===== src/hdl/fatc_pkg.sv =====
// ============================================================================
// fatc_pkg
// Shared constants and types for the FAT16 contiguous chain table block.
// ============================================================================
package fatc_pkg;

    // volume geometry
    localparam int MAX_FILES          = 4;
    localparam int FAT_SECTORS        = 125;
    localparam int ENTRIES_PER_SECTOR = 256;
    localparam int SIZE_REGS          = 4;
    localparam int CLUSTER_BYTES      = 512;
    localparam int COUNT_LIMIT        = (MAX_FILES < SIZE_REGS) ? MAX_FILES : SIZE_REGS;

    // field widths
    localparam int SECTOR_W  = 7;
    localparam int ENTRY_W   = $clog2(ENTRIES_PER_SECTOR);
    localparam int FATE_W    = 16;
    localparam int COUNT_W   = 3;
    localparam int SIZE_W    = 23;
    localparam int CIDX_W    = 3;
    localparam int EIDX_W    = SECTOR_W + ENTRY_W;
    localparam int CLUS_SH   = $clog2(CLUSTER_BYTES);
    localparam int CLUS_W    = SIZE_W + 1 - CLUS_SH;
    localparam int SUM_W     = CLUS_W + $clog2(SIZE_REGS);
    localparam int IN_DATA_W = 16;

    // register indexes of the configuration port
    localparam logic [CIDX_W-1:0] CFG_FILE_COUNT  = 3'd0;
    localparam logic [CIDX_W-1:0] CFG_FILE_SIZE_0 = 3'd1;
    localparam logic [CIDX_W-1:0] CFG_FILE_SIZE_1 = 3'd2;
    localparam logic [CIDX_W-1:0] CFG_FILE_SIZE_2 = 3'd3;
    localparam logic [CIDX_W-1:0] CFG_FILE_SIZE_3 = 3'd4;

    // fixed entry values
    localparam logic [FATE_W-1:0] ENTRY_MEDIA   = 16'hFFF8;
    localparam logic [FATE_W-1:0] ENTRY_EOC     = 16'hFFFF;
    localparam logic [FATE_W-1:0] ENTRY_FREE    = 16'h0000;

    // running cluster sums after each file, last one is the total
    typedef struct packed {
        logic [SIZE_REGS-1:0][SUM_W-1:0] prefix;
    } t_chain_info;

endpackage


===== src/hdl/fatc_cfg.sv =====
// ============================================================================
// fatc_cfg
// Configuration registers and the derived per-file cluster prefix sums.
// ============================================================================
module fatc_cfg
    import fatc_pkg::*;
#(
    parameter int P_MAX_FILES = MAX_FILES
)
(
    input  logic              i_clk,
    input  logic              i_rst_n,
    input  logic              i_cfg_we,
    input  logic [CIDX_W-1:0] i_cfg_idx,
    input  logic [SIZE_W-1:0] i_cfg_data,
    output t_chain_info       o_chain
);

    // counted files are capped by the file limit and the size registers
    localparam int FILE_LIMIT = (P_MAX_FILES < SIZE_REGS) ? P_MAX_FILES : SIZE_REGS;

    logic [COUNT_W-1:0]                r_file_count;
    logic [SIZE_REGS-1:0][SIZE_W-1:0]  r_file_size;
    logic [SIZE_REGS-1:0][CLUS_W-1:0]  r_clusters;
    logic [SIZE_REGS-1:0][CLUS_W-1:0]  n_clusters;
    logic [SIZE_REGS-1:0][SUM_W-1:0]   r_prefix;
    logic [SIZE_REGS-1:0][SUM_W-1:0]   n_prefix;
    logic [COUNT_W-1:0]                w_counted;
    logic [SIZE_W:0]                   w_round [SIZE_REGS];

    // register writes
    always_ff @(posedge i_clk) begin
        if (!i_rst_n) begin
            r_file_count <= '0;
            r_file_size  <= '0;
        end else if (i_cfg_we) begin
            case (i_cfg_idx)
                CFG_FILE_COUNT:  r_file_count   <= i_cfg_data[COUNT_W-1:0];
                CFG_FILE_SIZE_0: r_file_size[0] <= i_cfg_data;
                CFG_FILE_SIZE_1: r_file_size[1] <= i_cfg_data;
                CFG_FILE_SIZE_2: r_file_size[2] <= i_cfg_data;
                CFG_FILE_SIZE_3: r_file_size[3] <= i_cfg_data;
                default: ;
            endcase
        end
    end

    // files beyond the limit count as absent
    always_comb begin
        if (r_file_count > COUNT_W'(FILE_LIMIT)) begin
            w_counted = COUNT_W'(FILE_LIMIT);
        end else begin
            w_counted = r_file_count;
        end
    end

    // clusters per file, size rounded up to whole clusters, uncounted files zero
    always_comb begin
        for (int k = 0; k < SIZE_REGS; k++) begin
            w_round[k] = {1'b0, r_file_size[k]} + (SIZE_W+1)'(CLUSTER_BYTES - 1);
            if (COUNT_W'(k) < w_counted) begin
                n_clusters[k] = w_round[k][SIZE_W:CLUS_SH];
            end else begin
                n_clusters[k] = '0;
            end
        end
    end

    // running sums over the files
    always_comb begin
        n_prefix[0] = SUM_W'(r_clusters[0]);
        for (int k = 1; k < SIZE_REGS; k++) begin
            n_prefix[k] = n_prefix[k-1] + SUM_W'(r_clusters[k]);
        end
    end

    always_ff @(posedge i_clk) begin
        if (!i_rst_n) begin
            r_clusters <= '0;
            r_prefix   <= '0;
        end else begin
            r_clusters <= n_clusters;
            r_prefix   <= n_prefix;
        end
    end

    assign o_chain.prefix = r_prefix;

endmodule


===== src/hdl/fatc_pipe.sv =====
// ============================================================================
// fatc_pipe
// Four-stage entry pipeline: index, classify, compare, select/output.
// ============================================================================
module fatc_pipe
    import fatc_pkg::*;
#(
    parameter int P_FAT_SECTORS = FAT_SECTORS
)
(
    input  logic                i_clk,
    input  logic                i_rst_n,
    input  t_chain_info         i_chain,
    input  logic                i_valid,
    output logic                o_ready,
    input  logic [SECTOR_W-1:0] i_sector_num,
    input  logic [ENTRY_W-1:0]  i_entry_index,
    output logic                o_valid,
    input  logic                i_ready,
    output logic [FATE_W-1:0]   o_fat_entry
);

    // stage valids and ready chain
    logic r_vld_a, r_vld_b, r_vld_c, r_vld_d;
    logic w_rdy_a, w_rdy_b, w_rdy_c, w_rdy_d;

    assign w_rdy_d = !r_vld_d || i_ready;
    assign w_rdy_c = !r_vld_c || w_rdy_d;
    assign w_rdy_b = !r_vld_b || w_rdy_c;
    assign w_rdy_a = !r_vld_a || w_rdy_b;
    assign o_ready = w_rdy_a;

    always_ff @(posedge i_clk) begin
        if (!i_rst_n) begin
            r_vld_a <= 1'b0;
            r_vld_b <= 1'b0;
            r_vld_c <= 1'b0;
            r_vld_d <= 1'b0;
        end else begin
            if (w_rdy_a) r_vld_a <= i_valid;
            if (w_rdy_b) r_vld_b <= r_vld_a;
            if (w_rdy_c) r_vld_c <= r_vld_b;
            if (w_rdy_d) r_vld_d <= r_vld_c;
        end
    end

    // stage a: capture the request
    logic [SECTOR_W-1:0] r_sector_a;
    logic [ENTRY_W-1:0]  r_entry_a;

    always_ff @(posedge i_clk) begin
        if (w_rdy_a && i_valid) begin
            r_sector_a <= i_sector_num;
            r_entry_a  <= i_entry_index;
        end
    end

    // stage b: flat entry number and its neighbors
    logic [EIDX_W-1:0] w_e;
    logic [EIDX_W-1:0] r_em1_b;
    logic [FATE_W-1:0] r_ep1_b;
    logic              r_oor_b, r_is0_b, r_is1_b;

    assign w_e = {r_sector_a, r_entry_a};

    always_ff @(posedge i_clk) begin
        if (w_rdy_b && r_vld_a) begin
            r_em1_b <= w_e - EIDX_W'(1);
            r_ep1_b <= FATE_W'(w_e) + FATE_W'(1);
            r_oor_b <= {2'b00, r_sector_a} >= (SECTOR_W+2)'(P_FAT_SECTORS);
            r_is0_b <= (w_e == '0);
            r_is1_b <= (w_e == EIDX_W'(1));
        end
    end

    // stage c: compare against the running cluster sums
    logic              w_hit;
    logic              r_hit_c, r_past_c, r_oor_c, r_is0_c, r_is1_c;
    logic [FATE_W-1:0] r_ep1_c;

    always_comb begin
        w_hit = 1'b0;
        for (int k = 0; k < SIZE_REGS; k++) begin
            if (SUM_W'(r_em1_b) == i_chain.prefix[k]) w_hit = 1'b1;
        end
    end

    always_ff @(posedge i_clk) begin
        if (w_rdy_c && r_vld_b) begin
            r_hit_c  <= w_hit;
            r_past_c <= SUM_W'(r_em1_b) > i_chain.prefix[SIZE_REGS-1];
            r_oor_c  <= r_oor_b;
            r_is0_c  <= r_is0_b;
            r_is1_c  <= r_is1_b;
            r_ep1_c  <= r_ep1_b;
        end
    end

    // stage d: pick the entry value into the output register
    logic [FATE_W-1:0] w_value;
    logic [FATE_W-1:0] r_entry_d;

    always_comb begin
        if (r_oor_c) begin
            w_value = ENTRY_FREE;
        end else if (r_is0_c) begin
            w_value = ENTRY_MEDIA;
        end else if (r_is1_c) begin
            w_value = ENTRY_EOC;
        end else if (r_past_c) begin
            w_value = ENTRY_FREE;
        end else if (r_hit_c) begin
            w_value = ENTRY_EOC;
        end else begin
            w_value = r_ep1_c;
        end
    end

    always_ff @(posedge i_clk) begin
        if (w_rdy_d && r_vld_c) begin
            r_entry_d <= w_value;
        end
    end

    assign o_valid     = r_vld_d;
    assign o_fat_entry = r_entry_d;

endmodule


===== src/hdl/fat16_contiguous_chain_table.sv =====
// ============================================================================
// fat16_contiguous_chain_table
// FAT16 entry generator for a read-only volume of back-to-back files.
// ============================================================================
// four register stages (a, b, c, d); o_m_axis_tvalid is the valid of the last stage
// one beat per cycle unless i_m_axis_tready stalls, set by the four-stage entry pipeline
// configuration reaches the compare stage through the size, cluster and prefix registers
// synchronous active-low reset clears config and valid registers and empties the pipeline
// ============================================================================
module fat16_contiguous_chain_table
    import fatc_pkg::*;
#(
    parameter int P_MAX_FILES   = MAX_FILES,
    parameter int P_FAT_SECTORS = FAT_SECTORS
)
(
    input  logic                 i_clk,
    input  logic                 i_rst_n,
    // request stream
    input  logic                 i_s_axis_tvalid,
    output logic                 o_s_axis_tready,
    input  logic [IN_DATA_W-1:0] i_s_axis_tdata,  // sector_num[6:0], entry_index[14:7], pad
    // result stream
    output logic                 o_m_axis_tvalid,
    input  logic                 i_m_axis_tready,
    output logic [FATE_W-1:0]    o_m_axis_tdata,  // fat_entry[15:0]
    // configuration writes
    input  logic                 i_cfg_we,
    input  logic [CIDX_W-1:0]    i_cfg_idx,
    input  logic [SIZE_W-1:0]    i_cfg_data
);

    t_chain_info w_chain;

    // configuration and cluster sums
    fatc_cfg #(
        .P_MAX_FILES (P_MAX_FILES)
    ) u_cfg (
        .i_clk      (i_clk),
        .i_rst_n    (i_rst_n),
        .i_cfg_we   (i_cfg_we),
        .i_cfg_idx  (i_cfg_idx),
        .i_cfg_data (i_cfg_data),
        .o_chain    (w_chain)
    );

    // entry pipeline
    fatc_pipe #(
        .P_FAT_SECTORS (P_FAT_SECTORS)
    ) u_pipe (
        .i_clk         (i_clk),
        .i_rst_n       (i_rst_n),
        .i_chain       (w_chain),
        .i_valid       (i_s_axis_tvalid),
        .o_ready       (o_s_axis_tready),
        .i_sector_num  (i_s_axis_tdata[SECTOR_W-1:0]),
        .i_entry_index (i_s_axis_tdata[SECTOR_W+ENTRY_W-1:SECTOR_W]),
        .o_valid       (o_m_axis_tvalid),
        .i_ready       (i_m_axis_tready),
        .o_fat_entry   (o_m_axis_tdata)
    );

endmodule

===== config.mk =====
export PLATFORM = sky130hd
export DESIGN_NAME = fat16_contiguous_chain_table
export DESIGN_NICKNAME = d
export VERILOG_FILES = /design/src/hdl/fatc_pkg.sv /design/src/hdl/fatc_cfg.sv /design/src/hdl/fatc_pipe.sv /design/src/hdl/fat16_contiguous_chain_table.sv
export SDC_FILE = /design/constraint.sdc
export NUM_CORES = 1
export LEC_CHECK = 0
export ABC_AREA = 1
export BUFFER_PORTS_ARGS = -buffer_cell sky130_fd_sc_hd__clkbuf_2
export CAP_MARGIN = 10
export CORE_UTILIZATION = 50
export DETAILED_ROUTE_END_ITERATION = 12
export GPL_ROUTABILITY_DRIVEN = 0
export PLACE_DENSITY = 0.67
export SYNTH_ARGS = -nofsm -noshare
export SYNTH_HDL_FRONTEND = slang
export SYNTH_SLANG_ARGS = --single-unit
export TNS_END_PERCENT = 30

===== constraint.sdc =====
create_clock -name i_clk -period 9.4 [get_ports i_clk]
set_input_delay 1.41 -clock i_clk [delete_from_list [all_inputs] [get_ports i_clk]]
set_output_delay 1.41 -clock i_clk [all_outputs]
set_load 0.02 [all_outputs]

==> metrics, run 1 <==
status=complete, no violations; Core Area=28700 µm²; pwr dens=175 nW/µm²; synthesized area per cell=8.03 µm²; post-synthesis cell area=14600 µm²; min Tclk post-route=4490 ps; Area Overhead vs Synth=12.4%; antenna cells=0; Slew Viols, Final=0; Die ar.=29800 µm²; sequential area share after synthesis=48.3%; Initial Util=50.8%; initial antenna violation count=0; Post-CTS Hold Fix Bufs=0; routed wire length=32800 µm; gr ovfl total=0; Crit. Startpoint=u_cfg.n_prefix[6]; detailed placement HPWL=25300 µm; TritonCTS clock tree=built; Crit path top cell by count=a21oi_1; share of layout cells above drive strength 1=7.97%; FF-to-FF End=u_cfg.o_chain[66]; final net count=1996; CTS max path bufs=3; Final Setup Violations=0; Max-Slew Margin vs Limit=30.2%; Critical Path AT=4840 ps; reg-to-reg slack, setup=4910 ps; Worst Setup End Kind=register; DR vias=11600; Ports=65; largest net degree at the start of global routing=76; site row count=62; vias per cell=5.08; Synth top area share=30.8%; measured slew at the worst slew-check pin=1050 ps; number of global-route vias before repair=10900; CP Capture Point=u_cfg.o_chain[66]; CTS resizes=0; cells after synthesis=1815; CTS clock-pin slew for the worst setup and hold paths=60 ps; ys async rst share=0%; fin cells=2290; Yosys cell types=48; 1st-iter DRT viols=694; HP Class=register to register; Worst Reg-to-Reg Cells=24; Clock Tree Root=clkbuf_16; CP required=9750 ps; DRC viols=0; Worst R2R Start=u_cfg.n_prefix[6]; clock sink count=309; max incr delay on CP=370 ps; max-cap violation count=0; cts bufs inserted=35; Post-synth EDFFs=85; Slowest-stage cell, CP=ha_1; synthesis-stage register bit count=309; Post-Place Cells=2226; Fin Clk Skew=19.6 ps; syn_nets=1931; Die W=173 µm; Post-synth top cells=293 x nand2_1, 270 x inv_1, 229 x nor2_1; most frequent cell after synthesis=nand2_1; total power draw=2860 µW; worst-skew pair later-pin latency=510 ps; H-tree levels=2; routed length per instance=14.3 µm; biggest area consumer among synthesized cells=dfxtp_1; final setup TNS=0 ps; fin crit share=47.8%; primary flip-flop cell chosen by synthesis mapping=dfxtp_1; peak supply drop=127 µV; Max FO, Critical Path=5; crit-path cells=ha_1 -> nand2_1 -> inv_1 -> a21oi_1 -> nand2_2 -> nand2_1 -> nand2_1 -> a21boi_0 -> xor2_1 -> inv_1 -> ha_1 -> a21oi_1 -> o21a_1 -> nand3_1 -> a21boi_0 -> xor2_1 -> inv_1 -> ha_1 -> a21oi_1 -> o21ai_0 -> a21oi_1 -> nand2_1 -> nand3_1 -> a21oi_1; RSZ-0062 raised after global routing=false; Buf/Inv on CP=3; DRT Pass-1 Iters=5; top cells by area, synth=dfxtp_1 31%, edfxtp_1 18%, nand2_1 7.5%; fmax=0.223 GHz; I/O Buffers=63; first-pass GRT wire length=54200 µm; cell family with most CP delay=compound AO/OA/AOI/OAI gates; CP Class=register to register; Die Y=173 µm; WP depth=24; leakage power=0.00706 µW; Tot GR Track Use=22.4%; Hold Fails Final Rpt=0; Yosys warnings=0; crit start category=register; setup bufs post-CTS=0; antenna viol nets, final=0
## cell type report
cell class                      instances  area (µm²)
Timing Repair Buffer                   71         373
Clock inverter                         15         118
Inverter                              273        1020
Tap cell                              384         480
Clock buffer                           48        1010
Multi-Input combinational cell       1190        6340
Sequential cell                       309        7040
Fill cell                            2667       12300
## worst reg2reg max path: cells and delay by family (launching register included)
family | cells | cell delay (ps)
adder cells (fa/ha/maj) | 3 | 1040
buffers and inverters | 3 | 250
flip-flops | 1 | 330
AO/OA/AOI/OAI | 9 | 1380
XOR/XNOR | 2 | 650
AND/OR/NAND/NOR | 7 | 680
## flip-flops by register name, summed over array words and instances, names as in the netlist, 3 cells and up
signal              cells
u_cfg.r_file_size      92
u_cfg.o_chain          65
u_cfg.r_clusters       45
u_pipe.o_fat_entry     16
u_pipe.r_ep1_b         16
u_pipe.r_ep1_c         16
u_cfg.n_prefix         15
u_pipe.r_em1_b         14
u_pipe.r_entry_a        8
u_pipe.r_sector_a       7
u_cfg.r_file_count      3
## report_power, final
part	total, µW	internal, µW	switching (µW)
registers	1430	1400	27.0
logic	142	47.4	94.7
clock network	1290	779	512
total	2860	2230	633
## cells in the final DEF, fill, tap and decap left out, types with 3 or more instances in the layout
cell type / synthesis / layout
a211oi_1: 3 / 3
a21boi_0: 5 / 5
a21o_1: 6 / 6
a21oi_1: 171 / 171
and2_1: 3 / 3
buf_4: 0 / 7
clkbuf_1: 35 / 6
clkbuf_16: 0 / 36
clkbuf_2: 1 / 62
clkbuf_8: 0 / 6
clkinv_1: 1 / 4
clkinv_2: 0 / 7
dfxtp_1: 224 / 224
edfxtp_1: 85 / 85
fa_1: 3 / 3
ha_1: 66 / 66
inv_1: 270 / 270
nand2_1: 293 / 293
nand2_2: 3 / 3
nand3_1: 56 / 56
nand3_2: 3 / 3
nand4_1: 21 / 21
nor2_1: 229 / 229
nor2_2: 3 / 3
nor3_1: 44 / 44
nor3_2: 6 / 6
nor3b_1: 5 / 5
nor4_1: 15 / 15
o21a_1: 3 / 3
o21ai_0: 157 / 157
o21bai_1: 5 / 5
o22ai_1: 4 / 4
or2_2: 3 / 3
xnor2_1: 23 / 23
xor2_1: 42 / 42
## per-layer routing
| layer | GRT usage, % | vias up | wire length [µm] |
|---|---|---|---|
| li1 | - | 6061 | - |
| met1 | 27.7 | 5248 | 14400 |
| met4 | 8.63 | 0 | 1170 |
| met2 | 39.8 | 274 | 16000 |
| met3 | 2.90 | 61 | 1230 |
| met5 | 0 | - | 0 |
## through the flow
stage | hold WS (ps) | setup slack (ps) | area, µm² | util [%]
3_5_place_dp | 405 | 4920 | 15300 | 53.1
5_1_grt | 422 | 4590 | 16400 | 57.1
6_report | 414 | 4910 | 16400 | 57.1
2_1_floorplan | 400 | 5720 | 14600 | -
3_3_place_gp | 401 | 5000 | 15300 | 53.1
4_1_cts | 416 | 4890 | 16400 | 57.1
## cells by family (layout without fill, tap and decap cells)
family | Yosys count | count (layout) | share of synthesized area, %
AO/OA/AOI/OAI | 364 | 364 | 13.1
XOR/XNOR | 65 | 65 | 3.91
adder cells (fa/ha/maj) | 69 | 69 | 6.08
buffers and inverters | 316 | 407 | 8.21
flip-flops | 309 | 309 | 48.3
AND/OR/NAND/NOR | 692 | 692 | 20.4
## worst min path at each step
stage                        from            endpoint  cells past startpoint
2_1_floorplan  u_pipe.r_ep1_b[10]  u_pipe.r_ep1_c[10]                      0
3_3_place_gp    u_pipe.r_ep1_b[8]   u_pipe.r_ep1_c[8]                      0
3_5_place_dp   u_pipe.r_ep1_b[11]  u_pipe.r_ep1_c[11]                      0
4_1_cts            u_pipe.r_is1_b      u_pipe.r_is1_c                      0
5_1_grt        u_pipe.r_ep1_b[13]  u_pipe.r_ep1_c[13]                      0
6_report           u_pipe.r_is1_b      u_pipe.r_is1_c                      0
Note: power is estimated with default switching activity, not from simulation.
==> run 2, diff against run 1 <==
- PLACE_DENSITY: 0.67 -> 0.69
- clock period: 9.4 -> 3.61 ns (I/O delays scaled with it)
==> metrics, run 2 (synthesis gave the netlist of run 1 again) <==
status=finished with violations (was complete, no violations); failing checks=negative setup slack; routed length per instance=15.2 µm (was 14.3 µm); Core Area=28700 µm² (unchanged); Crit path top cell by count=nand2_2 (was a21oi_1); measured slew at the worst slew-check pin=1040 ps (was 1050 ps); Initial Util=50.8% (unchanged); Post-Place Cells=2345 (was 2226); DRC viols=0 (unchanged); H-tree levels=1 (was 2); Area Overhead vs Synth=23.9% (was 12.4%); final net count=2122 (was 1996); pwr dens=407 nW/µm² (was 175 nW/µm²); total power draw=7360 µW (was 2860 µW); crit start category=register (unchanged); antenna cells=0 (unchanged); DP Area=16100 µm² (was 15300 µm²); number of global-route vias before repair=12000 (was 10900); DR vias=12400 (was 11600); Max-Slew Margin vs Limit=30.3% (was 30.2%); Hold Fails Final Rpt=0 (unchanged); clock sink count=309 (unchanged); CP required=4070 ps (was 9750 ps); detailed placement HPWL=26600 µm (was 25300 µm); max incr delay on CP=330 ps (was 370 ps); Final Setup Violations=8 (was 0); fmax=0.266 GHz (was 0.223 GHz); CP Class=register to register (unchanged); max FFs per register=92 (unchanged); Filler Cell Count=2407 (was 2667); gr ovfl total=0 (unchanged); area taken by multi-input logic gates=7110 µm² (was 6340 µm²); cts bufs inserted=31 (was 35); TritonCTS clock tree=built (unchanged); final setup margin=-146 ps (was 4910 ps); Max FO, Critical Path=3 (was 5); cell family with most CP delay=simple AND/OR/NAND/NOR gates (was compound AO/OA/AOI/OAI gates); leakage power=0.00771 µW (was 0.00706 µW); Tot GR Track Use=23.8% (was 22.4%); first-pass GRT wire length=57600 µm (was 54200 µm); FF/Latch Area=7050 µm² (was 7040 µm²); Worst R2R Start=u_cfg.n_prefix[2] (was u_cfg.n_prefix[6]); reg-to-reg slack, setup=-150 ps (was 4910 ps); initial antenna violation count=0 (unchanged); FF-to-FF End=u_cfg.o_chain[67] (was u_cfg.o_chain[66]); Worst Reg-to-Reg Cells=26 (was 24); antenna viol nets, final=0 (unchanged); share of layout cells above drive strength 1=20.7% (was 7.97%); site row count=62 (unchanged); routed wire length=36700 µm (was 32800 µm); Worst Setup End Kind=register (unchanged); worst hold slack=159 ps (was 414 ps); Die ar.=29800 µm² (unchanged); Worst Hold Endpoint=u_pipe.r_entry_a[5] (was u_pipe.r_is1_c); I/O Buffers=63 (unchanged); Hold Crit Depth=1 (was 0); most flop-heavy register=u_cfg.r_file_size (unchanged); CTS max path bufs=3 (unchanged); Critical Path AT=4210 ps (was 4840 ps); Slew Viols, Final=0 (unchanged); Die W=173 µm (unchanged); CTS clock-pin slew for the worst setup and hold paths=60 ps (about the same); Clock Tree Root=clkbuf_16 (unchanged); 1st-iter DRT viols=737 (was 694); max-cap violation count=0 (unchanged); most frequent cells in the layout=260 x inv_1, 255 x nand2_1, 220 x nor2_1 (was 293 x nand2_1, 270 x inv_1, 229 x nor2_1); fin crit share=104% (was 47.8%); min-delay src=i_s_axis_tdata[12] (was u_pipe.r_is1_b); Die Y=173 µm (unchanged); RSZ-0062 raised after global routing=true (was false); commonest non-fill, non-tap cell in the layout=inv_1 (was nand2_1); Util after Layout=62.9% (was 57.1%); HP Class=input port to register (was register to register); min Tclk post-route=3760 ps (was 4490 ps); peak supply drop=392 µV (was 127 µV); Ports=65 (unchanged); Slowest-stage cell, CP=dfxtp_2 (was ha_1); fin cells=2413 (was 2290); Fin Clk Skew=9.97 ps (was 19.6 ps); largest net degree at the start of global routing=93 (was 76); Buf/Inv on CP=5 (was 3); worst-skew pair later-pin latency=550 ps (was 510 ps); DRT Pass-1 Iters=6 (was 5); final instance area=18100 µm² (was 16400 µm²); vias per cell=5.12 (was 5.08)
run 2: cell types whose count changed in the layout (fill, tap and decap cells not counted), moves of 11 or more:
cell and change:
buf_4 +128, a21oi_2 +18, nand2_1 -38, nand2_2 +34, dfxtp_2 +11, a21oi_1 -19, ha_4 +22, ha_1 -23
dfxtp_1 -12
run 2: worst max-delay path by stage:
stage / start / to / cells past startpoint
after floorplan: u_cfg.n_prefix[0] / u_cfg.o_chain[65] / 23
after global placement: u_cfg.n_prefix[5] / u_cfg.o_chain[66] / 25
after detailed placement: u_cfg.n_prefix[0] / u_cfg.o_chain[66] / 21
after CTS: u_cfg.r_clusters[17] / u_cfg.o_chain[67] / 26
after global routing: u_cfg.n_prefix[4] / u_cfg.o_chain[67] / 28
final: u_cfg.n_prefix[2] / u_cfg.o_chain[67] / 26
run 2: power by group:
group | total (µW) | switching, µW | internal [µW]
sequential | 3720 | 72.3 | 3650
clock | 3250 | 1300 | 1950
combinational | 394 | 257 | 138
total | 7360 | 1620 | 5730
run 2: metrics by stage:
step | setup TNS (ps) | setup slack (ps)
final | -778 | -146
after global placement | -2480 | -337
after global routing | -2380 | -343
after CTS | -453 | -104
after floorplan | -7.48 | -7.48
after detailed placement | -4060 | -496
run 2: area by class of cell:
type	count	share of cell area (%)
clock inverters	16	1.17
flip-flops and latches	309	39.1
inverters	273	5.69
clock buffers	40	4.54
well taps	384	2.66
repair buffers	201	7.51
multi-input cells	1190	39.4
run 2: repair_timing:
item                                    in CTS  in global routing
buffers inserted                             8                  3
endpoints found under the setup margin      11                 12
gates resized for setup                     78                100
pin swaps                                   36                 51
hold buffers                                 0                  0
run 2: metal layers:
layer | routed length [µm] | up-vias | part of all wire, % | global-route usage [%]
met2 | 18100 | 351 | 49 | 43.0
met1 | 15000 | 5578 | 41 | 27.8
met4 | 2020 | 0 | 5.5 | 11.7
met3 | 1630 | 125 | 4.4 | 2.92
met5 | 0 | - | 0 | 0
li1 | - | 6311 | - | -
==> run 3, diff against run 2 <==
- CELL_PAD_IN_SITES_DETAIL_PLACEMENT: not set -> 1
- CELL_PAD_IN_SITES_GLOBAL_PLACEMENT: not set -> 1
- CORE_UTILIZATION: 50 -> 42
- PLACE_DENSITY: 0.69 -> 0.74
==> metrics, run 3 (synthesis gave the netlist of run 1 again) <==
status=finished with violations (unchanged); failing checks=negative setup slack (unchanged); Ports=65 (unchanged); RSZ-0062 raised after global routing=true (unchanged); Slowest-stage cell, CP=dfxtp_2 (unchanged); final instance area=18800 µm² (was 18100 µm²); worst-skew pair later-pin latency=520 ps (was 550 ps); largest net degree at the start of global routing=106 (was 93); cell family with most CP delay=simple AND/OR/NAND/NOR gates (unchanged); DRC viols=0 (unchanged); DP Area=16300 µm² (was 16100 µm²); Area Overhead vs Synth=28.7% (was 23.9%); I/O Buffers=63 (unchanged); Post-CTS Hold Fix Bufs=0 (unchanged); Initial Util=43.0% (was 50.8%); Worst Setup End Kind=register (unchanged); min Tclk post-route=3880 ps (was 3760 ps); Util after Layout=55.4% (was 62.9%); cts bufs inserted=36 (was 31); CP Class=register to register (unchanged); vias per cell=5.26 (was 5.12); TritonCTS clock tree=built (unchanged); DR vias=13200 (was 12400); Max FO, Critical Path=5 (was 3); Clock Tree Root=clkbuf_16 (unchanged); max-cap violation count=0 (unchanged); antenna viol nets, final=0 (unchanged); routed length per instance=19.7 µm (was 15.2 µm); Final Setup Violations=11 (was 8); CTS max path bufs=3 (unchanged); Critical Path AT=4290 ps (was 4210 ps); share of layout cells above drive strength 1=23.7% (was 20.7%); Hold Fails Final Rpt=0 (unchanged); pwr dens=409 nW/µm² (was 407 nW/µm²); initial antenna violation count=0 (unchanged); final setup TNS=-1580 ps (was -778 ps); peak supply drop=296 µV (was 392 µV); final setup margin=-274 ps (was -146 ps); max incr delay on CP=340 ps (was 330 ps); CTS clock-pin slew for the worst setup and hold paths=70 ps (was 60 ps); gr ovfl total=0 (unchanged); max FFs per register=92 (unchanged); 1st-iter DRT viols=603 (was 737); most frequent cells in the layout=256 x inv_1, 242 x nand2_1, 218 x nor2_1 (was 260 x inv_1, 255 x nand2_1, 220 x nor2_1); crit start category=register (unchanged); measured slew at the worst slew-check pin=1080 ps (was 1040 ps); antenna cells=0 (unchanged); routed wire length=49300 µm (was 36700 µm); Tot GR Track Use=25.4% (was 23.8%); Die W=188 µm (was 173 µm); site row count=67 (was 62); Buf/Inv on CP=4 (was 5); Die ar.=35500 µm² (was 29800 µm²); commonest non-fill, non-tap cell in the layout=inv_1 (unchanged); first-pass GRT wire length=71300 µm (was 57600 µm); number of global-route vias before repair=13700 (was 12000); Place WS=-484 ps (was -496 ps); Core Area=33900 µm² (was 28700 µm²); leakage power=0.00798 µW (was 0.00771 µW); detailed placement HPWL=32700 µm (was 26600 µm); Fin Clk Skew=19.9 ps (was 9.97 ps); Max-Slew Margin vs Limit=27.7% (was 30.3%); Slew Viols, Final=0 (unchanged); fin crit share=108% (was 104%); fmax=0.257 GHz (was 0.266 GHz); clock sink count=309 (unchanged); worst hold slack=204 ps (was 159 ps); Crit path top cell by count=nand2_1 (was nand2_2); most flop-heavy register=u_cfg.r_file_size (unchanged); HP Class=input port to register (unchanged); final net count=2143 (was 2122); CP required=4010 ps (was 4070 ps); H-tree levels=2 (was 1); Die Y=188 µm (was 173 µm); DRT Pass-1 Iters=5 (was 6)
==> run 3: layout make-up <==
cell class,instances,area (µm²)
Clock buffer,56,1100
Clock inverter,6,33.8
Tap cell,448,561
Multi-Input combinational cell,1190,7470
Inverter,273,1030
Fill cell,4012,15100
Sequential cell,309,7050
Timing Repair Buffer,217,1510
==> run 3: power breakdown <==
part	switching, µW	internal [µW]	total [µW]
clock	1440	2090	3530
combinational	284	143	427
sequential	78.8	3650	3730
==> run 3: path summary, 6_finish.rpt <==
path | cells after the start | slack, ps | start | to
setup reg to reg | 26 | -270 | u_cfg.n_prefix[3] | u_cfg.o_chain[67]
hold reg to reg | 0 | 420 | u_pipe.r_ep1_b[1] | u_pipe.r_ep1_c[1]
setup / recovery | 26 | -270 | u_cfg.n_prefix[3] | u_cfg.o_chain[67]
hold / removal | 1 | 200 | i_s_axis_tdata[5] | u_pipe.r_sector_a[5]
==> run 3: per-layer routing <==
metal | up-vias | track usage (%) | part of all wire [%]
met5 | - | 0 | 0
met4 | 0 | 9.68 | 4.6
met3 | 141 | 3.09 | 2.8
met2 | 276 | 48.3 | 53
met1 | 6405 | 28.6 | 39
li1 | 6333 | - | -
==> run 3: repair_timing <==
item / in CTS / in global routing
pin swaps: 48 / 91
endpoints found under the setup margin: 11 / 11
endpoints found under the hold margin: 0 / 0
gates resized for setup: 122 / 134
buffers inserted: 7 / 12
==> run 3: metrics by stage <==
step	total power [µW]	cells
final	7680	2499
after global routing	7920	2499
after CTS	7680	2487
after detailed placement	4200	2418
after global placement	4180	2418
after floorplan	4020	1815
